==> src/design/rne_pkg.sv <==
// ----------------------------------------------------------------------------
// rne_pkg
// Widths, letter codes and digit-to-letter tables of the Roman numeral encoder.
// ----------------------------------------------------------------------------
package rne_pkg;

   localparam int unsigned VALUE_W  = 12;
   localparam int unsigned LETTER_W = 8;
   localparam int unsigned DIGIT_W  = 4;
   localparam int unsigned PLACES   = 4;
   localparam int unsigned PLACE_W  = 2;
   localparam int unsigned IDX_W    = 2;
   localparam int unsigned LEN_W    = 3;

   localparam logic [VALUE_W-1:0] VALUE_LIMIT = 12'd4000;

   // place codes, thousands first
   localparam logic [PLACE_W-1:0] PLACE_THOU = 2'd0;
   localparam logic [PLACE_W-1:0] PLACE_HUND = 2'd1;
   localparam logic [PLACE_W-1:0] PLACE_TENS = 2'd2;
   localparam logic [PLACE_W-1:0] PLACE_UNIT = 2'd3;

   // letter slot within a place
   localparam logic [1:0] SLOT_ONE  = 2'd0;
   localparam logic [1:0] SLOT_FIVE = 2'd1;
   localparam logic [1:0] SLOT_TEN  = 2'd2;

   localparam logic [LETTER_W-1:0] ASCII_NUL = 8'h00;
   localparam logic [LETTER_W-1:0] ASCII_I   = 8'h49;
   localparam logic [LETTER_W-1:0] ASCII_V   = 8'h56;
   localparam logic [LETTER_W-1:0] ASCII_X   = 8'h58;
   localparam logic [LETTER_W-1:0] ASCII_L   = 8'h4C;
   localparam logic [LETTER_W-1:0] ASCII_C   = 8'h43;
   localparam logic [LETTER_W-1:0] ASCII_D   = 8'h44;
   localparam logic [LETTER_W-1:0] ASCII_M   = 8'h4D;

   typedef logic [DIGIT_W-1:0] digit_type;

   // dig[0] is the thousands digit
   typedef struct packed {
      logic                    err;
      digit_type [PLACES-1:0]  dig;
   } item_type;

   function automatic logic [LEN_W-1:0] digit_len(input digit_type d);
      logic [LEN_W-1:0] len;
      case (d)
         4'd1, 4'd5:        len = 3'd1;
         4'd2, 4'd4, 4'd6,
         4'd9:              len = 3'd2;
         4'd3, 4'd7:        len = 3'd3;
         4'd8:              len = 3'd4;
         default:           len = 3'd0;
      endcase
      return len;
   endfunction

   function automatic logic [1:0] digit_slot(input digit_type d,
                                             input logic [IDX_W-1:0] i);
      logic [1:0] slot;
      slot = SLOT_ONE;
      case (d)
         4'd4:                   slot = (i == 2'd1) ? SLOT_FIVE : SLOT_ONE;
         4'd5, 4'd6, 4'd7, 4'd8: slot = (i == 2'd0) ? SLOT_FIVE : SLOT_ONE;
         4'd9:                   slot = (i == 2'd1) ? SLOT_TEN : SLOT_ONE;
         default:                slot = SLOT_ONE;
      endcase
      return slot;
   endfunction

   function automatic logic [LETTER_W-1:0] place_letter(input logic [PLACE_W-1:0] p,
                                                        input logic [1:0] slot);
      logic [LETTER_W-1:0] one, five, ten;
      unique case (p)
         PLACE_THOU: begin one = ASCII_M; five = ASCII_M; ten = ASCII_M; end
         PLACE_HUND: begin one = ASCII_C; five = ASCII_D; ten = ASCII_M; end
         PLACE_TENS: begin one = ASCII_X; five = ASCII_L; ten = ASCII_C; end
         PLACE_UNIT: begin one = ASCII_I; five = ASCII_V; ten = ASCII_X; end
         default:    begin one = ASCII_NUL; five = ASCII_NUL; ten = ASCII_NUL; end
      endcase
      unique case (slot)
         SLOT_ONE:  return one;
         SLOT_FIVE: return five;
         SLOT_TEN:  return ten;
         default:   return one;
      endcase
   endfunction

endpackage

==> src/design/rne_split.sv <==
// ----------------------------------------------------------------------------
// rne_split
// Input register and decimal digit split with range check.
// ----------------------------------------------------------------------------
module rne_split
   import rne_pkg::*;
(
   input  logic               clock,
   input  logic               reset,
   input  logic               start,
   output logic               busy,
   input  logic [VALUE_W-1:0] req_value,
   input  logic               take,
   output logic               item_vld,
   output item_type           item
);

   logic               vld_ff, vld_in;
   logic [VALUE_W-1:0] val_ff, val_in;
   logic               accept;

   assign busy   = reset | (vld_ff & ~take);
   assign accept = start & ~busy;
   assign vld_in = accept | (vld_ff & ~take);
   assign val_in = accept ? req_value : val_ff;

   always_ff @(posedge clock) begin
      if (reset) begin
         vld_ff <= 1'b0;
      end else begin
         vld_ff <= vld_in;
      end
      val_ff <= val_in;
   end

   assign item_vld = vld_ff;

   always_comb begin
      logic [1:0] th;
      logic [9:0] r1;
      logic [3:0] hu;
      logic [6:0] r2;
      logic [3:0] te;
      logic [3:0] un;
      th = 2'd0;
      hu = 4'd0;
      te = 4'd0;
      // thousands by compare; remainder garbage only for rejected values
      if (val_ff >= 12'd3000) begin
         th = 2'd3;
         r1 = 10'(val_ff - 12'd3000);
      end else if (val_ff >= 12'd2000) begin
         th = 2'd2;
         r1 = 10'(val_ff - 12'd2000);
      end else if (val_ff >= 12'd1000) begin
         th = 2'd1;
         r1 = 10'(val_ff - 12'd1000);
      end else begin
         r1 = 10'(val_ff);
      end
      for (int k = 9; k >= 1; k--) begin
         if (hu == 4'd0 && r1 >= 10'(k * 100)) hu = 4'(k);
      end
      r2 = 7'(r1 - 10'(hu) * 10'd100);
      for (int k = 9; k >= 1; k--) begin
         if (te == 4'd0 && r2 >= 7'(k * 10)) te = 4'(k);
      end
      un = 4'(r2 - 7'(te) * 7'd10);
      item.err    = (val_ff == '0) || (val_ff >= VALUE_LIMIT);
      item.dig[0] = {2'b00, th};
      item.dig[1] = hu;
      item.dig[2] = te;
      item.dig[3] = un;
   end

endmodule

==> src/design/rne_emit.sv <==
// ----------------------------------------------------------------------------
// rne_emit
// Walks the digits of one item and issues one letter per cycle.
// ----------------------------------------------------------------------------
module rne_emit
   import rne_pkg::*;
(
   input  logic                clock,
   input  logic                reset,
   input  logic                item_vld,
   input  item_type            item,
   output logic                take,
   output logic                rsp_valid,
   output logic [LETTER_W-1:0] rsp_letter,
   output logic                rsp_last,
   output logic                rsp_error
);

   logic                   act_ff, act_in;
   logic                   err_ff, err_in;
   digit_type [PLACES-1:0] dig_ff, dig_in;
   logic [PLACE_W-1:0]     place_ff, place_in;
   logic [IDX_W-1:0]       idx_ff, idx_in;

   logic                rsp_valid_ff;
   logic [LETTER_W-1:0] rsp_letter_ff, rsp_letter_in;
   logic                rsp_last_ff;
   logic                rsp_error_ff;

   digit_type          cur_d;
   logic [LEN_W-1:0]   len;
   logic [PLACES-1:0]  later;
   logic [PLACE_W-1:0] nxt_place;
   logic [PLACE_W-1:0] first_place;
   logic               more;
   logic               cur_last;

   assign cur_d = dig_ff[place_ff];
   assign len   = digit_len(cur_d);
   assign more  = ({1'b0, idx_ff} + 3'd1) < len;

   always_comb begin
      nxt_place   = PLACE_THOU;
      first_place = PLACE_THOU;
      for (int q = 0; q < PLACES; q++) begin
         later[q] = (dig_ff[q] != '0) && (PLACE_W'(q) > place_ff);
      end
      // lowest index wins: scan from the units end
      for (int q = PLACES - 1; q >= 0; q--) begin
         if (later[q]) nxt_place = PLACE_W'(q);
         if (item.dig[q] != '0) first_place = PLACE_W'(q);
      end
   end

   assign cur_last = err_ff | (~more & (later == '0));
   assign take     = ~act_ff | cur_last;

   always_comb begin
      act_in   = act_ff;
      err_in   = err_ff;
      dig_in   = dig_ff;
      place_in = place_ff;
      idx_in   = idx_ff;
      if (take) begin
         act_in   = item_vld;
         err_in   = item.err;
         dig_in   = item.dig;
         place_in = first_place;
         idx_in   = '0;
      end else if (more) begin
         idx_in = idx_ff + 2'd1;
      end else begin
         place_in = nxt_place;
         idx_in   = '0;
      end
      rsp_letter_in = err_ff ? ASCII_NUL : place_letter(place_ff, digit_slot(cur_d, idx_ff));
   end

   always_ff @(posedge clock) begin
      if (reset) begin
         act_ff       <= 1'b0;
         rsp_valid_ff <= 1'b0;
      end else begin
         act_ff       <= act_in;
         rsp_valid_ff <= act_ff;
      end
      err_ff        <= err_in;
      dig_ff        <= dig_in;
      place_ff      <= place_in;
      idx_ff        <= idx_in;
      rsp_letter_ff <= rsp_letter_in;
      rsp_last_ff   <= cur_last;
      rsp_error_ff  <= err_ff;
   end

   assign rsp_valid  = rsp_valid_ff;
   assign rsp_letter = rsp_letter_ff;
   assign rsp_last   = rsp_last_ff;
   assign rsp_error  = rsp_error_ff;

endmodule

==> src/design/roman_numeral_encoder_top.sv <==
// ----------------------------------------------------------------------------
// roman_numeral_encoder_top
// Converts a 12-bit number to its Roman numeral, one ASCII letter per result.
// ----------------------------------------------------------------------------
//  channel  | ports                                        | handshake
//  ---------+----------------------------------------------+------------------
//  request  | req_value[11:0]                              | start & !busy
//  response | rsp_letter[7:0], rsp_last, rsp_error         | rsp_valid strobe
//
//  First letter of an item passes the input register, the walker registers
//  and the result register, then one letter per cycle; a numeral has 1 to 15
//  letters, and the letter walker issues one letter a cycle.
//  An item is taken each cycle while runs are one letter long; busy is high
//  while the input register is full and the walker is mid-run, and in reset.
//  Synchronous reset drops all items in flight. Results cannot be stalled.
// ----------------------------------------------------------------------------
module roman_numeral_encoder_top
   import rne_pkg::*;
(
   input  logic                clock,
   input  logic                reset,
   input  logic                start,
   output logic                busy,
   input  logic [VALUE_W-1:0]  req_value,
   output logic                rsp_valid,
   output logic [LETTER_W-1:0] rsp_letter,
   output logic                rsp_last,
   output logic                rsp_error
);

   logic     take;
   logic     item_vld;
   item_type item;

   rne_split u_split (
      .clock     (clock),
      .reset     (reset),
      .start     (start),
      .busy      (busy),
      .req_value (req_value),
      .take      (take),
      .item_vld  (item_vld),
      .item      (item)
   );

   rne_emit u_emit (
      .clock      (clock),
      .reset      (reset),
      .item_vld   (item_vld),
      .item       (item),
      .take       (take),
      .rsp_valid  (rsp_valid),
      .rsp_letter (rsp_letter),
      .rsp_last   (rsp_last),
      .rsp_error  (rsp_error)
   );

endmodule

==> config.mk <==
export PLATFORM = sky130hd
export DESIGN_NAME = roman_numeral_encoder_top
export DESIGN_NICKNAME = d
export VERILOG_FILES = /design/src/design/rne_pkg.sv /design/src/design/rne_split.sv /design/src/design/rne_emit.sv /design/src/design/roman_numeral_encoder_top.sv
export SDC_FILE = /design/constraint.sdc
export NUM_CORES = 1
export LEC_CHECK = 0
export BUFFER_PORTS_ARGS = -buffer_cell sky130_fd_sc_hd__buf_2
export CORE_ASPECT_RATIO = 1.4
export CORE_UTILIZATION = 56
export CTS_CLUSTER_SIZE = 14
export DETAILED_ROUTE_END_ITERATION = 12
export GPL_TIMING_DRIVEN = 0
export PLACE_DENSITY_LB_ADDON = 0.1
export SLEW_MARGIN = 30
export SYNTH_ARGS = -nofsm -noshare
export SYNTH_HDL_FRONTEND = slang
export SYNTH_HIERARCHICAL = 1
export SYNTH_SLANG_ARGS = --single-unit
==> constraint.sdc <==
create_clock -name clock -period 10.6 [get_ports clock]
set_input_delay 0 -clock clock [delete_from_list [all_inputs] [get_ports clock]]
set_output_delay 0 -clock clock [all_outputs]
set_load 0.02 [all_outputs]
==> results of run 1 <==
-- cell type report --
type                       count  area [um2]
fill                         521        2120
inverter                      30         113
multi-input combinational    291        2230
tap                           72        90.1
buffer                        21         131
timing repair buffer          38         260
clock inverter                 1        8.76
clock buffer                   7         108
sequential                    44        1190
-- through the flow --
step	util [%]	std cells	hold slack [ps]	total power, W
after CTS	66.1	504	392	0.000825
after detailed placement	62.0	482	178	0.000691
after global placement	61.9	482	176	0.000681
final	66.1	504	409	0.000816
after global routing	66.1	504	400	0.000882
after floorplan	-	386	69.1	0.000606
-- worst paths after layout --
kind / start / end / slack [ps]
max: u_split/val_ff[4] / u_emit/place_ff[1] / 2670
min: req_value[9] / u_split/val_ff[9] / 410
max reg2reg: u_split/val_ff[4] / u_emit/place_ff[1] / 2670
min reg2reg: u_split/item_vld / u_emit/act_ff / 450
-- cells by family (layout without fill, tap and decap cells) --
| group | count (synthesis) | after routing | share of synthesized area (%) |
|---|---|---|---|
| AOI/OAI and AO/OA | 121 | 121 | 25.5 |
| and+or+nand+nor | 118 | 118 | 18.3 |
| adders and majority gates | 24 | 24 | 8.56 |
| buffers and inverters | 51 | 97 | 6.67 |
| DFF | 44 | 44 | 32.6 |
| xor gates and xnor gates | 13 | 13 | 3.32 |
| muxes | 11 | 11 | 4.89 |
| other | 2 | 4 | 0.205 |
-- layer usage --
layer  part of all wire, %  GRT usage, %  up-vias
met1                    42          29.1     1474
met4                   1.1          7.38        0
li1                      -             -     1541
met2                    55          46.3       55
met5                     0             0        -
met3                   2.2          2.59        9
-- sequential cells by signal, indices dropped and copies added (netlist names) --
signal / cells
u_emit/err_ff: 1
u_emit/rsp_letter: 6
u_split/val_ff: 12
u_emit/rsp_valid: 1
u_split/item_vld: 1
u_emit/idx_ff: 2
u_emit/rsp_last: 1
u_emit/place_ff: 2
u_emit/dig_ff: 16
u_emit/rsp_error: 1
u_emit/act_ff: 1
-- repair_timing --
action,in CTS,in global routing
hold buffers,14,0
endpoints found under the hold margin,15,0
gates resized for setup,0,0
-- power by group through the flow --
stage,Sequential (W),Clock [W],Combinational (W)
after floorplan,0.000264,0,0.000342
after global placement,0.000259,0,0.000422
after detailed placement,0.000260,0,0.000431
after CTS,0.000256,0.000133,0.000436
after global routing,0.000260,0.000138,0.000484
final,0.000256,0.000127,0.000433
-- synthesized netlist by cell type (all sizes together) (4+ instances only) --
library cell	n	area (um2)
mux2	6	71.3
nand2b	6	37.5
nor2	30	120
buf	15	109
inv	30	113
o221ai	5	43.8
nand3	8	45.0
ha	21	263
nor2b	6	45.0
o211ai	6	45.0
nand2	24	92.6
nor4	8	80.1
clkbuf	6	22.5
a21oi	19	110
mux4	4	97.6
o22ai	5	37.5
edfxtp	31	931
nor3	9	45.0
dfxtp	13	260
o21a	5	46.3
xnor2	11	104
and2	5	33.8
a211oi	12	100
or3	5	36.3
a31oi	5	31.3
o21ai	19	118
a21o	7	53.8
==> flow_summary_export.csv, run 1 <==
group,metric,value,unit
final_layout,drive_gt1_share,19.9,%
worst_setup_path,required,10650,ps
pwr,power_switching,0.000321,W
timing,slew_headroom,37.4,%
clock_network,cts-root-buf,"clkbuf_8",
final_layout,area_growth,13.0,%
worst_setup_path,arrival,7990,ps
pwr,pwr-share-clk,15.5,%
floorplan,die_width,70.3,um
worst_setup_path,start_kind,"flop",
routing,wl_per_cell,16.1,um
clock_network,numCtsBuffers,5,
floorplan,start_util,58.5,%
floorplan,io_pins,27,
flow_run,cap_violations,0,
worst_setup_path,path_delay_family,"compound AO/OA/AOI/OAI gates",
worst_setup_path,worst-path-stages,32,
floorplan,die-area,6860,um2
routing,vias,3079,
synth,syn_inst,384,
worst_setup_path,cp-end-kind,"flop",
clock_network,ctsLongestPathBuffers,2,
place,place.gp.congestion,0.899,
pwr,powerDensity,197,nW/um2
grt,grt_max_degree,20,
timing,skew,7.75,ps
synth,netlist_area,3660,um2
worst_setup_path,crit_buf_inv,2,
timing,post-route-min-period,7930,ps
grt,grt_usage,24.8,%
routing,drtIter0Drc,146,
grt,grt_pass1_vias,2994,
timing,final_max_slew_viol_count,0,
timing,finalHoldViolCount,0,
status,outcome,"finished clean",
final_layout,fin_nets,469,
clock_network,h-tree-depth,2,
floorplan,fp-row-count,34,
clock_network,insertion_delay,300,ps
final_layout,antenna_cells,0,
worst_setup_path,cp_max_fo,8,
clock_network,postCtsSetupRepairBufs,0,
worst_hold_path,hp-class,"in -> reg",
worst_setup_path,rr_worst_depth,32,
synth,synth_seq_cells,44,
timing,setup_viol,0,
pwr,p_leak,1.65,nW
final_layout,final_common_cell,"edfxtp_1",
routing,drc,0,
worst_setup_path,cp_slowest_cell,"edfxtp_1",
timing,grt_setup_unrepaired,"no",
synth,synth_edf_count,31,
routing,firstDrtPassIters,4,
pwr,swShare,39.4,%
clock_network,cts_tree,"yes",
place,io_buffer_count,24,
worst_setup_path,crit_top_cell,"xnor2_1",
grt,gr-total-overflow,0,
floorplan,die_y,97.6,um
synth,async_reset_ff_share,0,%
timing,worstMarginPinSlew,927,ps
timing,setup_slack,2670,ps
worst_setup_path,max_stage_delay,500,ps
worst_hold_path,worst_hold_path.num_cells,2,
routing,ant_nets,0,
synth,syn_area_per_cell,9.52,um2
pwr,max-vdd-ir-drop,0.0907,mV
grt,grt_pass1_wl,13700,um
timing,fin_setup_tns,0,ps
routing,drt-vias-per-instance,6.11,
synth,ys_seq_area_share,32.6,%
worst_setup_path,crit_type,"reg -> reg",
clock_network,cts.sinks,44,
synth,yosys_warnings,6,
pwr,p_comb_share,53.1,%
timing,period_share,74.9,%
place,dp_hpwl,6300,um
final_layout,fin_area,4130,um2
final_layout,layout_common_cells,"31 x edfxtp_1, 30 x buf_2, 29 x inv_1, 26 x nor2_1, 23 x nand2_1",
timing,max_freq,126,MHz
routing,wl,8140,um
place,post-place-ws,2730,ps
synth,yosysUniqueCellTypes,90,
floorplan,core,6250,um2
pwr,intPower,0.000495,W
pwr,p_seq_share,31.4,%
place,place_area,3880,um2
synth,ys.flop_type,"edfxtp_1",
clock_network,clk_pin_slew,90,ps
grt,antenna_found_initial,0,
Power figures use the tool's default switching activity.
==> inputs of run 2 (changes only) <==
- CORE_UTILIZATION: 56 -> 55
- clock period: 10.6 -> 6.37 ns (I/O delays scaled with it)
==> flow_summary_export.csv, run 2 (synthesis results as in run 1) <==
group,metric,value,unit
worst_setup_path,cp_slowest_cell,"edfxtp_1",
timing,post-route-min-period,6820,ps
final_layout,area_growth,32.0,%
routing,drc,0,
floorplan,core,6300,um2
floorplan,io_pins,27,
place,post-place-ws,-1130,ps
worst_setup_path,start_kind,"flop",
worst_setup_path,path_delay_family,"compound AO/OA/AOI/OAI gates",
routing,drtIter0Drc,190,
routing,ant_nets,0,
final_layout,post-route-util,76.6,%
worst_setup_path,crit_top_cell,"xnor2_2",
final_layout,drive_gt1_share,39.1,%
timing,grt_setup_unrepaired,"yes",
clock_network,cts.sinks,44,
final_layout,largest_register_ffs,16,
final_layout,register_area,1190,um2
final_layout,layout_common_cells,"36 x buf_4, 31 x edfxtp_1, 30 x buf_2, 25 x inv_1, 23 x nand2_1",
routing,firstDrtPassIters,9,
timing,finalHoldViolCount,0,
clock_network,insertion_delay,300,ps
final_layout,final_common_cell,"buf_4",
clock_network,numCtsBuffers,5,
worst_setup_path,cp-end-kind,"flop",
final_layout,fill_cells,421,
timing,setup_slack,-453,ps
worst_setup_path,crit_type,"reg -> reg",
status,outcome,"finished, violations left",
final_layout,fin_nets,500,
floorplan,die_width,70.9,um
worst_setup_path,arrival,6880,ps
floorplan,die_y,98.5,um
final_layout,antenna_cells,0,
floorplan,start_util,58.1,%
final_layout,regMostFlops,"u_emit/dig_ff",
pwr,p_leak,1.91,nW
place,place.gp.congestion,0.875,
routing,vias,3259,
status,violations,"negative setup slack",
grt,grt_pass1_wl,14700,um
pwr,power,0.00155,W
floorplan,fp-row-count,34,
clock_network,clk_pin_slew,100,ps
worst_setup_path,crit_buf_inv,3,
pwr,powerDensity,322,nW/um2
grt,grt_usage,26.5,%
worst_setup_path,cp_max_fo,5,
grt,gr-total-overflow,0,
timing,skew,12.1,ps
pwr,max-vdd-ir-drop,0.167,mV
routing,wl,9040,um
clock_network,h-tree-depth,2,
timing,slew_headroom,36.7,%
final_layout,multi_input_area,2660,um2
worst_setup_path,required,6430,ps
timing,final_max_slew_viol_count,0,
grt,grt_max_degree,20,
grt,antenna_found_initial,0,
place,dp_hpwl,6290,um
floorplan,die-area,6980,um2
clock_network,cts-root-buf,"clkbuf_8",
routing,drt-vias-per-instance,6.09,
flow_run,cap_violations,0,
clock_network,cts_tree,"yes",
place,io_buffer_count,24,
worst_setup_path,max_stage_delay,500,ps
timing,period_share,107,%
timing,setup_viol,2,
worst_hold_path,hp-class,"in -> reg",
routing,wl_per_cell,16.9,um
clock_network,ctsLongestPathBuffers,2,
timing,worstMarginPinSlew,950,ps
grt,grt_pass1_vias,3168,
timing,max_freq,147,MHz
## run 2: cell types whose count changed in the layout (fill, tap and decap cells not counted), moves of 4 or more
cell,delta
ha_2,+4
buf_4,+30
xnor2_2,+4
ha_1,-7
a211oi_1,-6
clkbuf_1,-4
a21oi_1,-4
nor2_1,-4
nor3_1,-4
xnor2_1,-5
inv_1,-4
## run 2: power by group
part	total, W	leakage (nW)	internal, W	switching [W]
registers	0.000426	0.422	0.000394	0.0000322
logic	0.000919	1.43	0.000428	0.000491
clock network	0.000208	0.0565	0.000103	0.000105
total	0.00155	1.91	0.000925	0.000628
## run 2: final timing paths
check | slack [ps] | end | cells past startpoint | startpoint
worst max-delay path | -450 | u_emit/place_ff[1] | 31 | u_split/val_ff[4]
worst min-delay path | 390 | u_split/val_ff[7] | 2 | req_value[7]
worst max register to register | -450 | u_emit/place_ff[1] | 31 | u_split/val_ff[4]
worst min register to register | 490 | u_emit/act_ff | 2 | u_split/item_vld
## run 2: area by class of cell
type	count	area share, %
multi-input combinational	291	55.0
buffer	19	2.67
timing repair buffer	71	11.0
sequential	44	24.7
clock inverter	2	0.363
tap	72	1.87
clock buffer	6	1.94
inverter	30	2.44
## run 2: timing repair
| item | in CTS | in global routing |
|---|---|---|
| endpoints found under the hold margin | 15 | 0 |
| pin swaps | 34 | 23 |
| hold buffers | 14 | 0 |
| setup buffers | 29 | 4 |
| endpoints found under the setup margin | 4 | 3 |
| gates resized for setup | 55 | 24 |
| cloned | 0 | 0 |
## run 2: per-layer routing
layer  vias up  global-route usage (%)  routed length [um]
met5         -                       0                   0
met4         0                    10.0                 203
met3        18                    2.45                 307
met2        84                    49.8                4950
met1      1554                    30.6                3570
li1       1603                       -                   -
## run 2: metrics by stage
step | instance area (um2) | hold WS, ps | std cells | TNS, ps
after global placement | 3940 | 176 | 482 | -2040
after CTS | 4690 | 390 | 531 | -629
after detailed placement | 3940 | 178 | 482 | -2430
after global routing | 4830 | 400 | 535 | -1420
after floorplan | 3730 | 69.1 | 386 | -45.9
final | 4830 | 395 | 535 | -863
